**src/rtl/imufp_pkg.sv**
```systemverilog
// ----------------------------------------------------------------------------
// imufp_pkg
// shared types and constants of the serial imu frame parser
// ----------------------------------------------------------------------------
`default_nettype none

package imufp_pkg;

    localparam int unsigned BYTE_W    = 8;
    localparam int unsigned PAY_BYTES = 8;
    localparam int unsigned PAY_W     = BYTE_W * PAY_BYTES;
    localparam int unsigned IDX_W     = 4;

    localparam logic [BYTE_W-1:0] SYNC_VALUE    = 8'h55;
    localparam logic [BYTE_W-1:0] KIND_GYRO     = 8'h52;
    localparam logic [BYTE_W-1:0] KIND_ANGLE    = 8'h53;
    localparam logic [BYTE_W-1:0] AGE_MAX       = 8'hFF;
    localparam logic [BYTE_W-1:0] TIMEOUT_RESET = 8'd20;

    // frame positions: sync, kind, eight payload bytes, checksum
    localparam logic [IDX_W-1:0] POS_SYNC     = 4'd0;
    localparam logic [IDX_W-1:0] POS_KIND     = 4'd1;
    localparam logic [IDX_W-1:0] POS_PAY0     = 4'd2;
    localparam logic [IDX_W-1:0] POS_CHECKSUM = 4'd10;

    // op codes of an input word
    localparam logic OP_BYTE = 1'b0;
    localparam logic OP_TICK = 1'b1;

    typedef enum logic [1:0] {
        STATUS_NONE = 2'd0,
        STATUS_GOOD = 2'd1,
        STATUS_BAD  = 2'd2
    } t_status;

    typedef enum logic [1:0] {
        ACT_NONE = 2'd0,
        ACT_TICK = 2'd1,
        ACT_GOOD = 2'd2,
        ACT_BAD  = 2'd3
    } t_action;

    // one classified word on its way from front to back
    typedef struct packed {
        t_action             action;
        logic [BYTE_W-1:0]   kind;
        logic [PAY_W-1:0]    payload;
    } t_cmd;

endpackage

`default_nettype wire

```
**src/rtl/imufp_in_if.sv**
```systemverilog
// ----------------------------------------------------------------------------
// imufp_in_if
// input word channel: received byte or timer tick
// ----------------------------------------------------------------------------
`default_nettype none

interface imufp_in_if;
    logic       valid;
    logic       ready;
    logic       op;
    logic [7:0] rx_byte;

    modport source (output valid, output op, output rx_byte, input ready);
    modport sink   (input valid, input op, input rx_byte, output ready);
endinterface

`default_nettype wire

```
**src/rtl/imufp_out_if.sv**
```systemverilog
// ----------------------------------------------------------------------------
// imufp_out_if
// result word channel: frame status, payload and link status
// ----------------------------------------------------------------------------
`default_nettype none

interface imufp_out_if;
    logic        valid;
    logic        ready;
    logic [1:0]  frame_status;
    logic [7:0]  frame_kind;
    logic [63:0] payload;
    logic        angle_ready;
    logic        gyro_ready;
    logic        online;
    logic [7:0]  age;

    modport source (output valid, output frame_status, output frame_kind, output payload,
                    output angle_ready, output gyro_ready, output online, output age,
                    input ready);
    modport sink   (input valid, input frame_status, input frame_kind, input payload,
                    input angle_ready, input gyro_ready, input online, input age,
                    output ready);
endinterface

`default_nettype wire

```
**src/rtl/imufp_cfg_if.sv**
```systemverilog
// ----------------------------------------------------------------------------
// imufp_cfg_if
// configuration write channel for the timeout register
// ----------------------------------------------------------------------------
`default_nettype none

interface imufp_cfg_if;
    logic       valid;
    logic       ready;
    logic [7:0] timeout_ticks;

    modport source (output valid, output timeout_ticks, input ready);
    modport sink   (input valid, input timeout_ticks, output ready);
endinterface

`default_nettype wire

```
**src/rtl/imufp_front.sv**
```systemverilog
// ----------------------------------------------------------------------------
// imufp_front
// framing front end: tracks frame position, checksum, kind and payload
// ----------------------------------------------------------------------------
`default_nettype none

module imufp_front (
    input  wire logic           i_clk,
    input  wire logic           i_rst_n,
    imufp_in_if.sink            i_in,
    input  wire logic           i_q_ready,
    output imufp_pkg::t_cmd     o_cmd,
    output logic                o_push
);

    logic [imufp_pkg::IDX_W-1:0]  r_index, n_index;
    logic [imufp_pkg::BYTE_W-1:0] r_sum, n_sum;
    logic [imufp_pkg::BYTE_W-1:0] r_kind, n_kind;
    logic [imufp_pkg::PAY_W-1:0]  r_payload, n_payload;
    logic                         accept;
    logic [imufp_pkg::BYTE_W-1:0] b;

    assign i_in.ready = i_q_ready;
    assign accept     = i_in.valid & i_q_ready;
    assign o_push     = accept;
    assign b          = i_in.rx_byte;

    always_comb begin
        n_index        = r_index;
        n_sum          = r_sum;
        n_kind         = r_kind;
        n_payload      = r_payload;
        o_cmd.action   = imufp_pkg::ACT_NONE;
        o_cmd.kind     = '0;
        o_cmd.payload  = '0;
        if (i_in.op == imufp_pkg::OP_TICK) begin
            o_cmd.action = imufp_pkg::ACT_TICK;
        end else if (r_index == imufp_pkg::POS_SYNC) begin
            // anything but sync is dropped while hunting
            if (b == imufp_pkg::SYNC_VALUE) begin
                n_sum     = b;
                n_kind    = '0;
                n_payload = '0;
                n_index   = imufp_pkg::POS_KIND;
            end
        end else if (r_index == imufp_pkg::POS_KIND) begin
            n_kind  = b;
            n_sum   = r_sum + b;
            n_index = imufp_pkg::POS_PAY0;
        end else if (r_index < imufp_pkg::POS_CHECKSUM) begin
            for (int j = 0; j < int'(imufp_pkg::PAY_BYTES); j++) begin
                if (r_index == imufp_pkg::POS_PAY0 + imufp_pkg::IDX_W'(j)) begin
                    n_payload[j*imufp_pkg::BYTE_W +: imufp_pkg::BYTE_W] = b;
                end
            end
            n_sum   = r_sum + b;
            n_index = r_index + 1'b1;
        end else begin
            // checksum position
            o_cmd.kind = r_kind;
            if (r_sum == b) begin
                o_cmd.action  = imufp_pkg::ACT_GOOD;
                o_cmd.payload = r_payload;
            end else begin
                o_cmd.action  = imufp_pkg::ACT_BAD;
            end
            n_index   = imufp_pkg::POS_SYNC;
            n_sum     = '0;
            n_kind    = '0;
            n_payload = '0;
        end
    end

    always_ff @(posedge i_clk) begin
        if (!i_rst_n) begin
            r_index   <= imufp_pkg::POS_SYNC;
            r_sum     <= '0;
            r_kind    <= '0;
            r_payload <= '0;
        end else if (accept) begin
            r_index   <= n_index;
            r_sum     <= n_sum;
            r_kind    <= n_kind;
            r_payload <= n_payload;
        end
    end

    // frame position stays within sync .. checksum
    a_index_range: assert property (@(posedge i_clk) disable iff (!i_rst_n)
        r_index <= imufp_pkg::POS_CHECKSUM)
        else $error("frame position out of range");

    // a checksum word always takes the framer back to hunting
    a_restart: assert property (@(posedge i_clk) disable iff (!i_rst_n)
        accept && i_in.op == imufp_pkg::OP_BYTE && r_index == imufp_pkg::POS_CHECKSUM
        |=> r_index == imufp_pkg::POS_SYNC && r_sum == '0)
        else $error("framer did not restart after checksum");

    // a tick leaves the framing state alone
    a_tick_hold: assert property (@(posedge i_clk) disable iff (!i_rst_n)
        accept && i_in.op == imufp_pkg::OP_TICK
        |=> $stable(r_index) && $stable(r_sum))
        else $error("tick disturbed framing");

endmodule

`default_nettype wire

```
**src/rtl/imufp_queue.sv**
```systemverilog
// ----------------------------------------------------------------------------
// imufp_queue
// two-entry command queue between framer and status back end
// ----------------------------------------------------------------------------
`default_nettype none

module imufp_queue (
    input  wire logic           i_clk,
    input  wire logic           i_rst_n,
    input  wire logic           i_push,
    input  imufp_pkg::t_cmd     i_cmd,
    output logic                o_ready,
    output logic                o_valid,
    input  wire logic           i_pop,
    output imufp_pkg::t_cmd     o_cmd
);

    imufp_pkg::t_cmd r_entry [2];
    logic            r_wr_ptr;
    logic            r_rd_ptr;
    logic [1:0]      r_count;
    logic            do_push;
    logic            do_pop;

    assign o_ready = (r_count != 2'd2);
    assign o_valid = (r_count != 2'd0);
    assign o_cmd   = r_entry[r_rd_ptr];
    assign do_push = i_push & o_ready;
    assign do_pop  = i_pop & o_valid;

    always_ff @(posedge i_clk) begin
        if (!i_rst_n) begin
            r_wr_ptr <= 1'b0;
            r_rd_ptr <= 1'b0;
            r_count  <= 2'd0;
        end else begin
            if (do_push) r_wr_ptr <= ~r_wr_ptr;
            if (do_pop)  r_rd_ptr <= ~r_rd_ptr;
            case ({do_push, do_pop})
                2'b10:   r_count <= r_count + 2'd1;
                2'b01:   r_count <= r_count - 2'd1;
                default: r_count <= r_count;
            endcase
        end
    end

    always_ff @(posedge i_clk) begin
        if (do_push) r_entry[r_wr_ptr] <= i_cmd;
    end

    a_count_max: assert property (@(posedge i_clk) disable iff (!i_rst_n)
        r_count <= 2'd2)
        else $error("queue count overflow");

    // pointers differ exactly when one entry is held
    a_ptr_count: assert property (@(posedge i_clk) disable iff (!i_rst_n)
        (r_wr_ptr != r_rd_ptr) == (r_count == 2'd1))
        else $error("queue pointers and count disagree");

endmodule

`default_nettype wire

```
**src/rtl/imufp_back.sv**
```systemverilog
// ----------------------------------------------------------------------------
// imufp_back
// status back end: age counter, ready flags, timeout and result register
// ----------------------------------------------------------------------------
`default_nettype none

module imufp_back (
    input  wire logic           i_clk,
    input  wire logic           i_rst_n,
    input  wire logic           i_q_valid,
    input  imufp_pkg::t_cmd     i_cmd,
    output logic                o_pop,
    imufp_cfg_if.sink           i_cfg,
    imufp_out_if.source         o_out
);

    logic [imufp_pkg::BYTE_W-1:0] r_timeout;
    logic [imufp_pkg::BYTE_W-1:0] r_age, n_age;
    logic                         r_angle, n_angle;
    logic                         r_gyro, n_gyro;
    logic                         r_valid;
    imufp_pkg::t_status           r_status, n_status;
    logic [imufp_pkg::BYTE_W-1:0] r_frame_kind;
    logic [imufp_pkg::PAY_W-1:0]  r_payload;
    logic                         r_online, n_online;

    assign i_cfg.ready = 1'b1;
    assign o_pop       = i_q_valid & (~r_valid | o_out.ready);

    always_comb begin
        n_age    = r_age;
        n_angle  = r_angle;
        n_gyro   = r_gyro;
        n_status = imufp_pkg::STATUS_NONE;
        unique case (i_cmd.action)
            imufp_pkg::ACT_TICK: begin
                if (r_age != imufp_pkg::AGE_MAX) n_age = r_age + 1'b1;
            end
            imufp_pkg::ACT_GOOD: begin
                n_status = imufp_pkg::STATUS_GOOD;
                n_age    = '0;
                if (i_cmd.kind == imufp_pkg::KIND_GYRO)  n_gyro  = 1'b1;
                if (i_cmd.kind == imufp_pkg::KIND_ANGLE) n_angle = 1'b1;
            end
            imufp_pkg::ACT_BAD: begin
                n_status = imufp_pkg::STATUS_BAD;
            end
            default: begin
                n_status = imufp_pkg::STATUS_NONE;
            end
        endcase
        n_online = n_angle & n_gyro & (n_age < r_timeout);
    end

    always_ff @(posedge i_clk) begin
        if (!i_rst_n) begin
            r_timeout <= imufp_pkg::TIMEOUT_RESET;
            r_age     <= '0;
            r_angle   <= 1'b0;
            r_gyro    <= 1'b0;
            r_valid   <= 1'b0;
        end else begin
            if (i_cfg.valid) r_timeout <= i_cfg.timeout_ticks;
            if (o_pop) begin
                r_age   <= n_age;
                r_angle <= n_angle;
                r_gyro  <= n_gyro;
                r_valid <= 1'b1;
            end else if (o_out.ready) begin
                r_valid <= 1'b0;
            end
        end
    end

    always_ff @(posedge i_clk) begin
        if (o_pop) begin
            r_status     <= n_status;
            r_frame_kind <= i_cmd.kind;
            r_payload    <= i_cmd.payload;
            r_online     <= n_online;
        end
    end

    assign o_out.valid        = r_valid;
    assign o_out.frame_status = r_status;
    assign o_out.frame_kind   = r_frame_kind;
    assign o_out.payload      = r_payload;
    assign o_out.angle_ready  = r_angle;
    assign o_out.gyro_ready   = r_gyro;
    assign o_out.online       = r_online;
    assign o_out.age          = r_age;

    a_online_flags: assert property (@(posedge i_clk) disable iff (!i_rst_n)
        r_valid && r_online |-> r_angle && r_gyro)
        else $error("online without both ready flags");

    a_good_age: assert property (@(posedge i_clk) disable iff (!i_rst_n)
        r_valid && r_status == imufp_pkg::STATUS_GOOD |-> r_age == '0)
        else $error("good frame left age nonzero");

    // ready flags never drop once set; checked here for the gyro flag
    a_flags_sticky: assert property (@(posedge i_clk) disable iff (!i_rst_n)
        r_gyro |=> r_gyro)
        else $error("gyro flag cleared");

endmodule

`default_nettype wire

```
**src/rtl/imu_serial_frame_parser.sv**
```systemverilog
// ----------------------------------------------------------------------------
// imu_serial_frame_parser
// eleven-byte sync/checksum sensor frame parser with link status
// ----------------------------------------------------------------------------
// path: a word accepted is written into the queue, then moves into the result
//   register once that register is free, behind any word still waiting in the
//   two-entry queue
// throughput: one word per cycle sustained while the result side is ready,
//   set by the framer step and the status update
// reset: synchronous active-low i_rst_n clears framing, age, flags, queue and
//   result valid, and loads the timeout register with 20
// ----------------------------------------------------------------------------
`default_nettype none

module imu_serial_frame_parser (
    input  wire logic   i_clk,
    input  wire logic   i_rst_n,
    imufp_in_if.sink    i_in,
    imufp_cfg_if.sink   i_cfg,
    imufp_out_if.source o_out
);

    // command from framer into the queue
    imufp_pkg::t_cmd front_cmd;
    logic            front_push;
    logic            q_ready;

    // command from the queue into the status back end
    imufp_pkg::t_cmd back_cmd;
    logic            q_valid;
    logic            back_pop;

    // front end: hunts for sync, tracks position and running checksum,
    // classifies each word as tick, nothing, good frame or bad frame
    imufp_front u_front (
        .i_clk     (i_clk),
        .i_rst_n   (i_rst_n),
        .i_in      (i_in),
        .i_q_ready (q_ready),
        .o_cmd     (front_cmd),
        .o_push    (front_push)
    );

    // short queue lets the framer keep taking words while results stall
    imufp_queue u_queue (
        .i_clk   (i_clk),
        .i_rst_n (i_rst_n),
        .i_push  (front_push),
        .i_cmd   (front_cmd),
        .o_ready (q_ready),
        .o_valid (q_valid),
        .i_pop   (back_pop),
        .o_cmd   (back_cmd)
    );

    // back end: age counter, sticky ready flags, online compare against
    // the timeout register, and the result register
    imufp_back u_back (
        .i_clk     (i_clk),
        .i_rst_n   (i_rst_n),
        .i_q_valid (q_valid),
        .i_cmd     (back_cmd),
        .o_pop     (back_pop),
        .i_cfg     (i_cfg),
        .o_out     (o_out)
    );

endmodule

`default_nettype wire

```
**src/flat_wrapper.sv**
```systemverilog
// flat-port wrapper written by rule: the top's interface ports become plain ports
module imu_serial_frame_parser_flat 
  (i_clk, i_rst_n, i_in_valid, i_in_op, i_in_rx_byte, i_in_ready, i_cfg_valid, i_cfg_timeout_ticks, i_cfg_ready, o_out_valid, o_out_frame_status, o_out_frame_kind, o_out_payload, o_out_angle_ready, o_out_gyro_ready, o_out_online, o_out_age, o_out_ready);
  imufp_in_if i_in_i ();
  imufp_cfg_if i_cfg_i ();
  imufp_out_if o_out_i ();
  input  wire logic i_clk;
  input  wire logic i_rst_n;
  input wire logic [$bits(i_in_i.valid)-1:0] i_in_valid;
  input wire logic [$bits(i_in_i.op)-1:0] i_in_op;
  input wire logic [$bits(i_in_i.rx_byte)-1:0] i_in_rx_byte;
  output wire logic [$bits(i_in_i.ready)-1:0] i_in_ready;
  input wire logic [$bits(i_cfg_i.valid)-1:0] i_cfg_valid;
  input wire logic [$bits(i_cfg_i.timeout_ticks)-1:0] i_cfg_timeout_ticks;
  output wire logic [$bits(i_cfg_i.ready)-1:0] i_cfg_ready;
  output wire logic [$bits(o_out_i.valid)-1:0] o_out_valid;
  output wire logic [$bits(o_out_i.frame_status)-1:0] o_out_frame_status;
  output wire logic [$bits(o_out_i.frame_kind)-1:0] o_out_frame_kind;
  output wire logic [$bits(o_out_i.payload)-1:0] o_out_payload;
  output wire logic [$bits(o_out_i.angle_ready)-1:0] o_out_angle_ready;
  output wire logic [$bits(o_out_i.gyro_ready)-1:0] o_out_gyro_ready;
  output wire logic [$bits(o_out_i.online)-1:0] o_out_online;
  output wire logic [$bits(o_out_i.age)-1:0] o_out_age;
  input wire logic [$bits(o_out_i.ready)-1:0] o_out_ready;
  assign i_in_i.valid = i_in_valid;
  assign i_in_i.op = i_in_op;
  assign i_in_i.rx_byte = i_in_rx_byte;
  assign i_in_ready = i_in_i.ready;
  assign i_cfg_i.valid = i_cfg_valid;
  assign i_cfg_i.timeout_ticks = i_cfg_timeout_ticks;
  assign i_cfg_ready = i_cfg_i.ready;
  assign o_out_valid = o_out_i.valid;
  assign o_out_frame_status = o_out_i.frame_status;
  assign o_out_frame_kind = o_out_i.frame_kind;
  assign o_out_payload = o_out_i.payload;
  assign o_out_angle_ready = o_out_i.angle_ready;
  assign o_out_gyro_ready = o_out_i.gyro_ready;
  assign o_out_online = o_out_i.online;
  assign o_out_age = o_out_i.age;
  assign o_out_i.ready = o_out_ready;
  imu_serial_frame_parser u_core (.i_clk(i_clk), .i_rst_n(i_rst_n), .i_in(i_in_i), .i_cfg(i_cfg_i), .o_out(o_out_i));
endmodule
```
**config.mk**
```make
export PLATFORM = sky130hd
export DESIGN_NAME = imu_serial_frame_parser_flat
export DESIGN_NICKNAME = d
export VERILOG_FILES = /design/src/rtl/imufp_pkg.sv /design/src/rtl/imufp_in_if.sv /design/src/rtl/imufp_out_if.sv /design/src/rtl/imufp_cfg_if.sv /design/src/rtl/imufp_front.sv /design/src/rtl/imufp_queue.sv /design/src/rtl/imufp_back.sv /design/src/rtl/imu_serial_frame_parser.sv /design/src/flat_wrapper.sv
export SDC_FILE = /design/constraint.sdc
export NUM_CORES = 1
export LEC_CHECK = 0
export BUFFER_PORTS_ARGS = -buffer_cell sky130_fd_sc_hd__buf_2
export CAP_MARGIN = 20
export CORE_MARGIN = 5
export CORE_UTILIZATION = 35
export DETAILED_ROUTE_END_ITERATION = 7
export HOLD_SLACK_MARGIN = 0.05
export MAX_ROUTING_LAYER = met4
export SETUP_SLACK_MARGIN = 0.4
export SLEW_MARGIN = 25
export SYNTH_ARGS = -nofsm -noshare
export SYNTH_HDL_FRONTEND = slang
export SYNTH_SLANG_ARGS = --single-unit
```
**constraint.sdc**
```tcl
create_clock -name i_clk -period 7.6 [get_ports i_clk]
set_input_delay 1.14 -clock i_clk [delete_from_list [all_inputs] [get_ports i_clk]]
set_output_delay 1.14 -clock i_clk [all_outputs]
set_load 0.1 [all_outputs]
```
# After elaboration in Yosys (flattened, before gate mapping)
# Memories as Yosys holds them, arrays and structs flattened. A register that Yosys moved wholly into a read port is not among the register bits.
# Cells that the tools add are included.
# Widths: inputs -> output; s select.
[op_classes] bitwise_logic=11 n_lt_le_gt_ge=2 mux=45 n_addsub=5 eq_ne=31 n_reduce_logical=14
[op_table] cell="$mux 64" count=5
[op_table] cell="$mux 74" count=3
[op_table] cell="$mux 8" count=17
[op_table] cell="$mux 72" count=1
[op_table] cell="$reduce_and 5->1" count=8
[op_table] cell="$eq 8x7->1 const B" count=3
[op_table] cell="$ne 3x2->1 const B" count=8
[op_table] cell="$eq 4x3->1 const B" count=4
[op_table] cell="$mux 4" count=4
[op_table] cell="$pmux 8 s2" count=1
[op_table] cell="$mux 1" count=11
[op_table] cell="$add 8x1->8 const B" count=1
[op_table] cell="$add 8x8->8" count=1
[op_table] cell="$eq 4x2->1 const B" count=2
[op_table] cell="$eq 4x4->1 const B" count=2
[op_table] cell="$eq 8x8->1" count=1
[op_table] cell="$lt 8x8->1" count=1
[op_table] cell="$ne 8x8->1 const B" count=1
[op_table] cell="$pmux 2 s2" count=2
[op_table] cell="$and 1x1->1" count=6
[op_table] cell="$eq 2x2->1 const B" count=3
[op_table] cell="$reduce_bool 2->1" count=3
[op_table] cell="$add 4x1->4 const B" count=1
[op_table] cell="$eq 2x1->1 const B" count=2
[op_table] cell="other kinds (13)" count=17
[totals] out_inout_bits=88 wordCells=132 memories=1 ff_bits=182 inputBits=22 ram_bits=148
[mem_list] name="u_core.u_queue.r_entry" words=2 word_bits=74 rd=1 rd_ports_with_merged_regs=1 write_ports=1 line_no="imufp_queue.sv:18" rtl="imufp_pkg::t_cmd r_entry [2];"

# Longest topological paths before layout
# Gate-level depths: netlist of run 1.
[depth] ltp_word=6 mapped_depth=15 depth_no_buf=12

# By module
# From an unflattened synthesis of run 1, not the netlist that was laid out.
[unflattened] hier_cells=958 area_unflattened_um2=13474.2
[modules_own_cells] mod="imufp_queue" instances=1 seq_area_each_um2=4544.4 area_per_inst_um2=5567.8 cells_each=254
[modules_own_cells] mod="imufp_front" instances=1 seq_area_each_um2=1681.6 area_per_inst_um2=4385.5 cells_each=479
[modules_own_cells] mod="imufp_back" instances=1 seq_area_each_um2=2632.5 area_per_inst_um2=3520.9 cells_each=225

# Worst setup path after synthesis of run 1
# OpenSTA, ideal clock, no wires.
[synth_path] path_type="register -> register" start="register u_core.u_queue.r_count[1]" end="memory u_core.u_queue.r_entry[0][0] (netlist bit) (enable)" path_stages_with_launch=5 synth_period_minus_slack_ps=4974 n_path_buf=0 t_required_ps=7093 setup_time_ps=507 setup_slack_ps=2626 arrival_time_ps=4467 cell_sequence="dfxtp_1 > nor2b_2 > inv_1 > nand2_1 > nor2_1"
[synth_between] elab_chain_cells=5
[synth_lines] element="start: declaration" line_no="imufp_queue.sv:21" rtl="logic [1:0] r_count;"
[synth_lines] element="start signal: assignment" line_no="imufp_queue.sv:40" rtl="2'b10: r_count <= r_count + 2'd1;"
[synth_lines] element="start signal: assignment" line_no="imufp_queue.sv:41" rtl="2'b01: r_count <= r_count - 2'd1;"
[synth_lines] element="start signal: assignment" line_no="imufp_queue.sv:42" rtl="default: r_count <= r_count;"
[synth_lines] element="$ne 2x2->1 (*)" line_no="imufp_queue.sv:25" rtl="assign o_ready = (r_count != 2'd2);"
[synth_lines] element="net i_in_ready" line_no="flat_wrapper.sv:12" rtl="output wire logic [$bits(i_in_i.ready)-1:0] i_in_ready;"
[synth_lines] element="$and 1x1->1" line_no="imufp_front.sv:24" rtl="assign accept = i_in.valid & i_q_ready;"
[synth_lines] element="$and 1x1->1 (*)" line_no="imufp_queue.sv:28" rtl="assign do_push = i_push & o_ready;"
[synth_lines] element="$mux 1 (*)" line_no="imufp_queue.sv:48" rtl="if (do_push) r_entry[r_wr_ptr] <= i_cmd;"
[synth_lines] element="$mux 1 (not written as such) (*)" line_no="imufp_queue.sv:48"
[synth_lines] element="end: declaration" line_no="imufp_queue.sv:18"
# The timed path passes the listed nets; every way through them passes the cells marked *.

==> summary.txt, run 1 <==
FLOW RUN
------------------------------------------------------------------------------------------
Max-cap violations ..........................................................            0

WORST SETUP PATH
------------------------------------------------------------------------------------------
Data arrival, critical path .................................................      3660 ps
CP max-delay cell ........................................................... sky130_fd_sc_hd__dfxtp_4
Crit Reg-Reg Endpoint ....................................................... u_core.u_back.o_out.online
Category of the critical setup timing path ..................................   reg -> reg
Nature of the critical path endpoint ........................................    flip-flop
Required time at the endpoint of the critical path ..........................      7900 ps
Worst-path cell chain ....................................................... mux2i_1 > inv_1 > ha_1 > nor3_1 > nor2_1 > a21oi_1 > ha_1 > a21oi_1 > nor2b_1 > o21ai_0 > o21ai_0 > a2111oi_0
Critical Path Source Type ...................................................    flip-flop
Minimum setup slack among reg-to-reg paths ..................................      4240 ps
Crit path largest cell delay ................................................       570 ps
Count of cells along the worst register-to-register path ....................           12
Critical-path maximum fanout ................................................           24

CLOCKING
------------------------------------------------------------------------------------------
Clock root buffer ........................................................... sky130_fd_sc_hd__clkbuf_16
Postcts setup bufs ..........................................................            0
CTS H-Tree Depth ............................................................            2
Number of gates resized after cts ...........................................            0
Clock sink count ............................................................          331
Skew-Pair Late Insertion Delay ..............................................       520 ps
Number of hold buffers added after CTS ......................................            0
Clock tree from TritonCTS ...................................................        built
Worst-path clk slew .........................................................        60 ps
TritonCTS Buffers ...........................................................           37
Maximum clock path buffer count .............................................            3

YOSYS
------------------------------------------------------------------------------------------
Gate Count Post-Synth .......................................................          971
Area share of xor/xnor cells in the synthesized design ......................       0.579%
Dominant combinational cell family by area after synthesis .................. simple AND/OR/NAND/NOR gates
Number of synthesized register bits .........................................          331
Share of the synthesized area in compound gates (AO/OA/AOI/OAI) .............        4.84%
Area fraction in and, or, nand and nor cells after synthesis ................        13.3%
Cell area after synthesis ................................................... 13,600 sq um
Share of flip-flops with an asynchronous set or reset after synthesis .......           0%
Portion of netlist area occupied by mux cells ...............................        11.6%
Unique masters post-synth ...................................................           68
Proportion of synthesized chip area in sequential cells .....................        65.1%
Yosys warning count .........................................................            0
Total nets after synthesis ..................................................        1,018
Average footprint of a synthesized cell .....................................   14.0 sq um
Share of synthesized cell area in full adder, half adder and majority cells .        2.35%
Number of flops mapped to enable cells by yosys .............................          223
Top_reg_cell synth .......................................................... sky130_fd_sc_hd__edfxtp_1

FLOORPLAN
------------------------------------------------------------------------------------------
Width of the die ............................................................       207 um
Die Y-Extent ................................................................       207 um
Core Rows ...................................................................           72
Overall die area ............................................................ 42,900 sq um
Number of I/O pins ..........................................................          110
Initial standard-cell utilization of the core ...............................        35.3%
Core area ................................................................... 38,600 sq um

CELLS AND AREA
------------------------------------------------------------------------------------------
Final-stage net count .......................................................        1,120
Ratio of cells with drive above 1 in the final layout .......................        24.4%
Final instance area ......................................................... 15,900 sq um
Area growth from synthesis to layout ........................................        16.5%
Commonest non-fill, non-tap cell in the layout .............................. sky130_fd_sc_hd__edfxtp_1
Leading cell types in the layout, fill and taps excluded .................... 223 x sky130_fd_sc_hd__edfxtp_1, 108 x sky130_fd_sc_hd__buf_2, 107 x sky130_fd_sc_hd__dfxtp_1, 80 x sky130_fd_sc_hd__nor2b_1

POWER AND IR DROP
------------------------------------------------------------------------------------------
Register share of total power ...............................................        38.8%
Clock network fraction of total power .......................................        26.9%
Part of the total power dissipated in combinational logic ...................        34.3%
Worst supply voltage drop on vdd ............................................     0.199 mV
Cell-internal power .........................................................      3.68 mW
Switching power .............................................................      2.61 mW
Leakage power summed over all cells .........................................      5.60 nW
Sum of internal, switching and leakage power ................................      6.29 mW
Total power per unit cell area ..............................................  397 nW/um^2
Net Sw Frac .................................................................        41.5%

PLACED DESIGN
------------------------------------------------------------------------------------------
Routability cong. ...........................................................        0.850
Port Buffer Count ...........................................................          108
Post-place setup slack ......................................................      4180 ps
Hpwl dp .....................................................................    17,100 um
Post-Place Cell Area ........................................................ 14,700 sq um

DETAILED ROUTING
------------------------------------------------------------------------------------------
Vias per cell ...............................................................         4.75
Detailed-route DRC error count ..............................................            0
Iter 0 DRT Violations .......................................................          379
Wire per inst ...............................................................      16.8 um
Total routed wirelength .....................................................    27,200 um
Number of optimization iterations in the first detailed-route pass ..........            4
Number of nets still failing antenna checks after routing ...................            0
Total number of vias ........................................................        7,684

STA
------------------------------------------------------------------------------------------
RSZ-0062 raised after global routing ........................................        false
Final critical-path required period .........................................      3360 ps
Worst-Margin Slew ...........................................................      1060 ps
Number of failing hold endpoints at the final stage .........................            0
Final WS setup ..............................................................      4240 ps
Max-slew violations .........................................................            0
Share of the cycle needed by the critical path after routing ................        44.2%
Total Neg Setup Slack .......................................................         0 ps
Upper clock frequency limit .................................................      298 MHz
Number of setup violations in the final report ..............................            0
Worst slew margin relative to its limit .....................................        29.4%
Clock Skew ..................................................................      11.0 ps

HOLD PATH
------------------------------------------------------------------------------------------
Worst Hold Path EP .......................................................... u_core.u_front.r_kind[3]
Hold path cells .............................................................            2
Hold Crit Class .............................................................   reg -> reg
Beginning of the worst hold path ............................................ u_core.u_front.r_kind[3]

GLOBAL ROUTING
------------------------------------------------------------------------------------------
Wire length of the first global-routing pass ................................    43,100 um
Antenna violations before repair ............................................            0
Global-route usage over all layers ..........................................        12.8%
Remaining global-route overflow .............................................            0
Number of global-route vias before repair ...................................        7,652
Largest net degree at the start of global routing ...........................           74

RUN STATUS
------------------------------------------------------------------------------------------
Outcome ..................................................................... complete, no violations

-- stage by stage --
step                util (%)  std cells  hold WS, ps
CTS                     41.1       1618          462
global route            41.1       1618          483
detailed placement      38.1       1552          452
floorplan                  -        971          436
global placement        38.0       1551          448
finish                  41.1       1619          457
-- power groups by stage --
stage          clock, mW  sequential (mW)  combinational (mW)
5_1_grt             1.82             2.47                2.24
2_1_floorplan          0             3.91               0.412
4_1_cts             1.74             2.45                2.19
3_3_place_gp           0             2.48                2.18
6_report            1.69             2.44                2.16
3_5_place_dp           0             2.49                2.19
-- metal layers --
| metal | part of all wire (%) | global-route usage [%] | vias to the layer above |
|---|---|---|---|
| li1 | - | - | 3747 |
| met1 | 46 | 16.8 | 3716 |
| met2 | 45 | 19.6 | 171 |
| met3 | 5.3 | 3.22 | 50 |
| met4 | 2.9 | 4.17 | 0 |
| met5 | 0 | - | - |
-- cell usage after synthesis (all sizes together), types with 5 or more instances --
library cell,count,area (sq um)
a31oi,7,43.8
and3,12,75.1
mux2,72,811
o21ai,13,65.1
nor4,8,140
nor3,7,46.3
inv,20,75.1
a21boi,12,90.1
xnor2,5,43.8
nor3b,6,45.0
and2,77,482
nand4,15,93.8
a21oi,13,68.8
clkbuf,43,161
a21o,5,37.5
edfxtp,223,6700
mux2i,77,771
nor2b,81,509
nand3,10,50.1
nor2,28,108
nand2,31,116
o211ai,6,45.0
dfxtp,108,2160
ha,24,300
buf,10,56.3
-- kinds of logic (layout without fill, tap and decap cells) --
group / Yosys count / count (layout)
DFF: 331 / 331
adders and majority gates: 25 / 25
AOI/OAI and AO/OA: 91 / 91
other: 1 / 2
muxes: 149 / 149
and+or+nand+nor: 292 / 292
xor gates and xnor gates: 9 / 9
buffers and inverters: 73 / 202
-- flip-flops by register name (all words and copies together), names as in the netlist, 2 cells and up, named ones only --
signal,cells
u_core.u_front.r_index,4
u_core.u_back.o_out.frame_kind,8
u_core.u_front.r_sum,8
u_core.u_queue.r_count,2
u_core.u_back.o_out.frame_status,2
u_core.u_back.o_out.age,8
u_core.u_back.o_out.payload,64
u_core.u_front.r_kind,8
u_core.u_queue.r_entry,148
u_core.u_back.r_timeout,8
u_core.u_front.r_payload,64
-- worst max path at each step --
stage	slack [ps]	to	from
6_report	4240	u_core.u_back.o_out.online	flip-flop
5_1_grt	3870	u_core.u_back.o_out.online	flip-flop
4_1_cts	4240	u_core.u_back.o_out.online	flip-flop
3_5_place_dp	4180	u_core.u_back.o_out.online	flip-flop
3_3_place_gp	4250	u_core.u_front.r_kind[1]	i_in_rx_byte[3]
2_1_floorplan	2630	u_core.u_queue.r_entry[0][0]	u_core.u_queue.r_count[1]
-- area by class of cell --
type / instances / area (sq um)
antenna: 1 / 2.50
fill: 3635 / 22700
multi-input combinational: 567 / 4490
tap: 518 / 648
timing repair buffer: 116 / 621
clock buffer: 50 / 1020
clock inverter: 16 / 139
sequential: 331 / 8860
inverter: 20 / 75.1
-- critical path: cells and delay by family (launching register included) --
family                     cells  cell delay, ps
AOI/OAI and AO/OA              5            1000
adders and majority gates      2             710
buffers and inverters          1             130
DFF                            1             570
muxes                          1             340
and+or+nand+nor                3             400
Note: power is estimated with default switching activity, not from simulation.
==> run 2, diff against run 1 <==
==> constraint.sdc (replaced) <==
create_clock -name i_clk -period 2.77 [get_ports i_clk]
set_input_delay 0.4155 -clock i_clk [delete_from_list [all_inputs] [get_ports i_clk]]
set_output_delay 0.4155 -clock i_clk [all_outputs]
set_load 0.1 [all_outputs]
==> run 2 against run 1 <==
Register-to-register slack worse by 4000 ps. Sequential share of layout area decreased by 2.1 points. Critical endpoint unchanged. Sequential power increased to 2.7 times the previous value. Largest power group unchanged. Power grew to 2.8 times the previous value. Clock skew up 3.3 ps. Setup slack got worse by 4000 ps. Clock power rose to 2.8 times the previous value. Critical path depth down 1. Utilization increased by 1.7 points. Cell count increased by 2.9%. Design area is 4.2% higher. Clock-buffer cell count increased by 2.
==> summary.txt, run 2 (synthesized netlist as in run 1, its figures left out) <==
RUN STATUS
----------------------------------------------------------------------------------
Outcome ............................................................. complete, no violations

GLOBAL ROUTING
----------------------------------------------------------------------------------
Remaining global-route overflow .....................................            0
Global-route usage over all layers ..................................        13.5%
Number of global-route vias before repair ...........................        7,913
Largest net degree at the start of global routing ...................           52
Antenna violations before repair ....................................            4
Wire length of the first global-routing pass ........................    45,500 um

HOLD PATH
----------------------------------------------------------------------------------
Beginning of the worst hold path .................................... i_cfg_timeout_ticks[4]
Hold Crit Class .....................................................    in -> reg
Hold path cells .....................................................            3
Worst Hold Path EP .................................................. u_core.u_back.r_timeout[4]

STA
----------------------------------------------------------------------------------
Total Neg Setup Slack ...............................................         0 ps
Number of setup violations in the final report ......................            0
Upper clock frequency limit .........................................      398 MHz
Clock Skew ..........................................................      14.3 ps
Max-slew violations .................................................            0
Share of the cycle needed by the critical path after routing ........        90.7%
Final critical-path required period .................................      2510 ps
Worst-Margin Slew ...................................................       815 ps
RSZ-0062 raised after global routing ................................         true
Worst slew margin relative to its limit .............................        45.6%
Number of failing hold endpoints at the final stage .................            0

DETAILED ROUTING
----------------------------------------------------------------------------------
Iter 0 DRT Violations ...............................................          407
Number of optimization iterations in the first detailed-route pass ..            4
Detailed-route DRC error count ......................................            0
Number of nets still failing antenna checks after routing ...........            0
Total number of vias ................................................        7,847
Vias per cell .......................................................         4.71
Total routed wirelength .............................................    28,600 um
Wire per inst .......................................................      17.2 um

WORST SETUP PATH
----------------------------------------------------------------------------------
Minimum setup slack among reg-to-reg paths ..........................       260 ps
Required time at the endpoint of the critical path ..................      3090 ps
Data arrival, critical path .........................................      2830 ps
Category of the critical setup timing path ..........................   reg -> reg
Crit Reg-Reg Endpoint ............................................... u_core.u_back.o_out.online
Critical-path maximum fanout ........................................            5
Count of cells along the worst register-to-register path ............           11
Nature of the critical path endpoint ................................    flip-flop
Critical Path Source Type ...........................................    flip-flop

FLOORPLAN
----------------------------------------------------------------------------------
Core area ........................................................... 38,600 sq um
Width of the die ....................................................       207 um
Overall die area .................................................... 42,900 sq um
Initial standard-cell utilization of the core .......................        35.3%
Core Rows ...........................................................           72
Die Y-Extent ........................................................       207 um
Number of I/O pins ..................................................          110

CLOCKING
----------------------------------------------------------------------------------
Worst-path clk slew .................................................        60 ps
Skew-Pair Late Insertion Delay ......................................       520 ps
Maximum clock path buffer count .....................................            3
Number of hold buffers added after CTS ..............................            0
CTS H-Tree Depth ....................................................            2
Clock root buffer ................................................... sky130_fd_sc_hd__clkbuf_16
Clock sink count ....................................................          331
Clock tree from TritonCTS ...........................................        built
TritonCTS Buffers ...................................................           37

CELLS AND AREA
----------------------------------------------------------------------------------
Area growth from synthesis to layout ................................        21.4%
Leading cell types in the layout, fill and taps excluded ............ 223 x sky130_fd_sc_hd__edfxtp_1, 108 x sky130_fd_sc_hd__buf_2, 97 x sky130_fd_sc_hd__dfxtp_1, 79 x sky130_fd_sc_hd__nor2b_1, 77 x sky130_fd_sc_hd__and2_1
Flip-flop count of the largest register, all copies and words added .          148
Final-stage net count ...............................................        1,164
Ratio of cells with drive above 1 in the final layout ...............        30.9%
Commonest non-fill, non-tap cell in the layout ...................... sky130_fd_sc_hd__edfxtp_1
Largest register by flop count ...................................... u_core.u_queue.r_entry

POWER AND IR DROP
----------------------------------------------------------------------------------
Total power per unit cell area ...................................... 1070 nW/um^2
Worst supply voltage drop on vdd ....................................     0.635 mV
Leakage power summed over all cells .................................      5.89 nW
Sum of internal, switching and leakage power ........................      17.6 mW

FLOW RUN
----------------------------------------------------------------------------------
Max-cap violations ..................................................            0

PLACED DESIGN
----------------------------------------------------------------------------------
Routability cong. ...................................................        0.857
Hpwl dp .............................................................    18,100 um
Port Buffer Count ...................................................          108

==> run 2: cell types whose count changed in the layout (fill, tap and decap cells not counted), moves of 4 or more <==
cell / before / now
sky130_fd_sc_hd__buf_12: 0 / 7
sky130_fd_sc_hd__buf_4: 7 / 40
sky130_fd_sc_hd__buf_6: 0 / 5
sky130_fd_sc_hd__clkbuf_8: 0 / 4
sky130_fd_sc_hd__dfxtp_1: 107 / 97
sky130_fd_sc_hd__dfxtp_2: 0 / 8
sky130_fd_sc_hd__ha_1: 24 / 18
sky130_fd_sc_hd__ha_4: 0 / 5
sky130_fd_sc_hd__inv_1: 20 / 16
==> run 2: area by class of cell <==
type / instances / area [sq um]
Multi-Input combinational cell: 567 / 4670
Antenna cell: 4 / 10.0
Clock buffer: 52 / 1060
Sequential cell: 331 / 8880
Timing Repair Buffer: 160 / 1040
Tap cell: 518 / 648
Clock inverter: 14 / 128
Inverter: 20 / 78.8
Fill cell: 3577 / 22000
==> run 2: worst max-delay path by stage <==
stage | from | endpoint
global placement | flip-flop | u_core.u_back.o_out.online
finish | flip-flop | u_core.u_back.o_out.online
floorplan | flip-flop | u_core.u_back.o_out.online
global route | flip-flop | u_core.u_back.o_out.online
CTS | flip-flop | u_core.u_back.o_out.online
detailed placement | flip-flop | u_core.u_back.o_out.online
==> run 2: routing by layer <==
| layer | up-vias | share of wire (%) | global-route usage (%) |
|---|---|---|---|
| li1 | 3847 | - | - |
| met1 | 3800 | 46 | 18.1 |
| met2 | 161 | 47 | 20.8 |
| met3 | 39 | 5.0 | 3.28 |
| met4 | 0 | 1.9 | 3.40 |
| met5 | - | 0 | - |
==> run 2: critical path: stages (launching register included) <==
cell,delay (ps)
sky130_fd_sc_hd__dfxtp_4,390
sky130_fd_sc_hd__mux2i_4,250
sky130_fd_sc_hd__inv_2,70
sky130_fd_sc_hd__ha_4,320
sky130_fd_sc_hd__nor3_4,50
sky130_fd_sc_hd__and3_4,200
sky130_fd_sc_hd__a31oi_4,160
sky130_fd_sc_hd__o21a_1,180
sky130_fd_sc_hd__ha_4,210
sky130_fd_sc_hd__nand4_1,100
sky130_fd_sc_hd__a211oi_2,50
sky130_fd_sc_hd__a2111oi_2,340
==> run 2: where the power goes <==
part / internal [mW] / switching, mW / leakage, nW / total (mW)
Sequential: 6.43 / 0.230 / 3.03 / 6.66
Combinational: 1.08 / 5.15 / 2.28 / 6.23
Clock: 2.87 / 1.89 / 0.580 / 4.76
Total: 10.4 / 7.26 / 5.89 / 17.6
==> run 2: what timing repair did <==
item,CTS,global route
pin swaps,3,8
setup endpoints to repair,65,69
setup buffers,4,11
gates resized for setup,19,25
endpoints found under the hold margin,0,0
==> run 2: stage by stage <==
stage          cell area, sq um  util, %  hold WS [ps]  setup slack, ps  std cells
6_report                  16500     42.8           119              258       1666
5_1_grt                   16500     42.8           125              140       1666
4_1_cts                   16300     42.3          88.3              219       1651
3_5_place_dp              15000     38.9           452            -4.03       1581
3_3_place_gp              15000     38.9           448             56.5       1581
2_1_floorplan             13700        -           436            -81.5        971
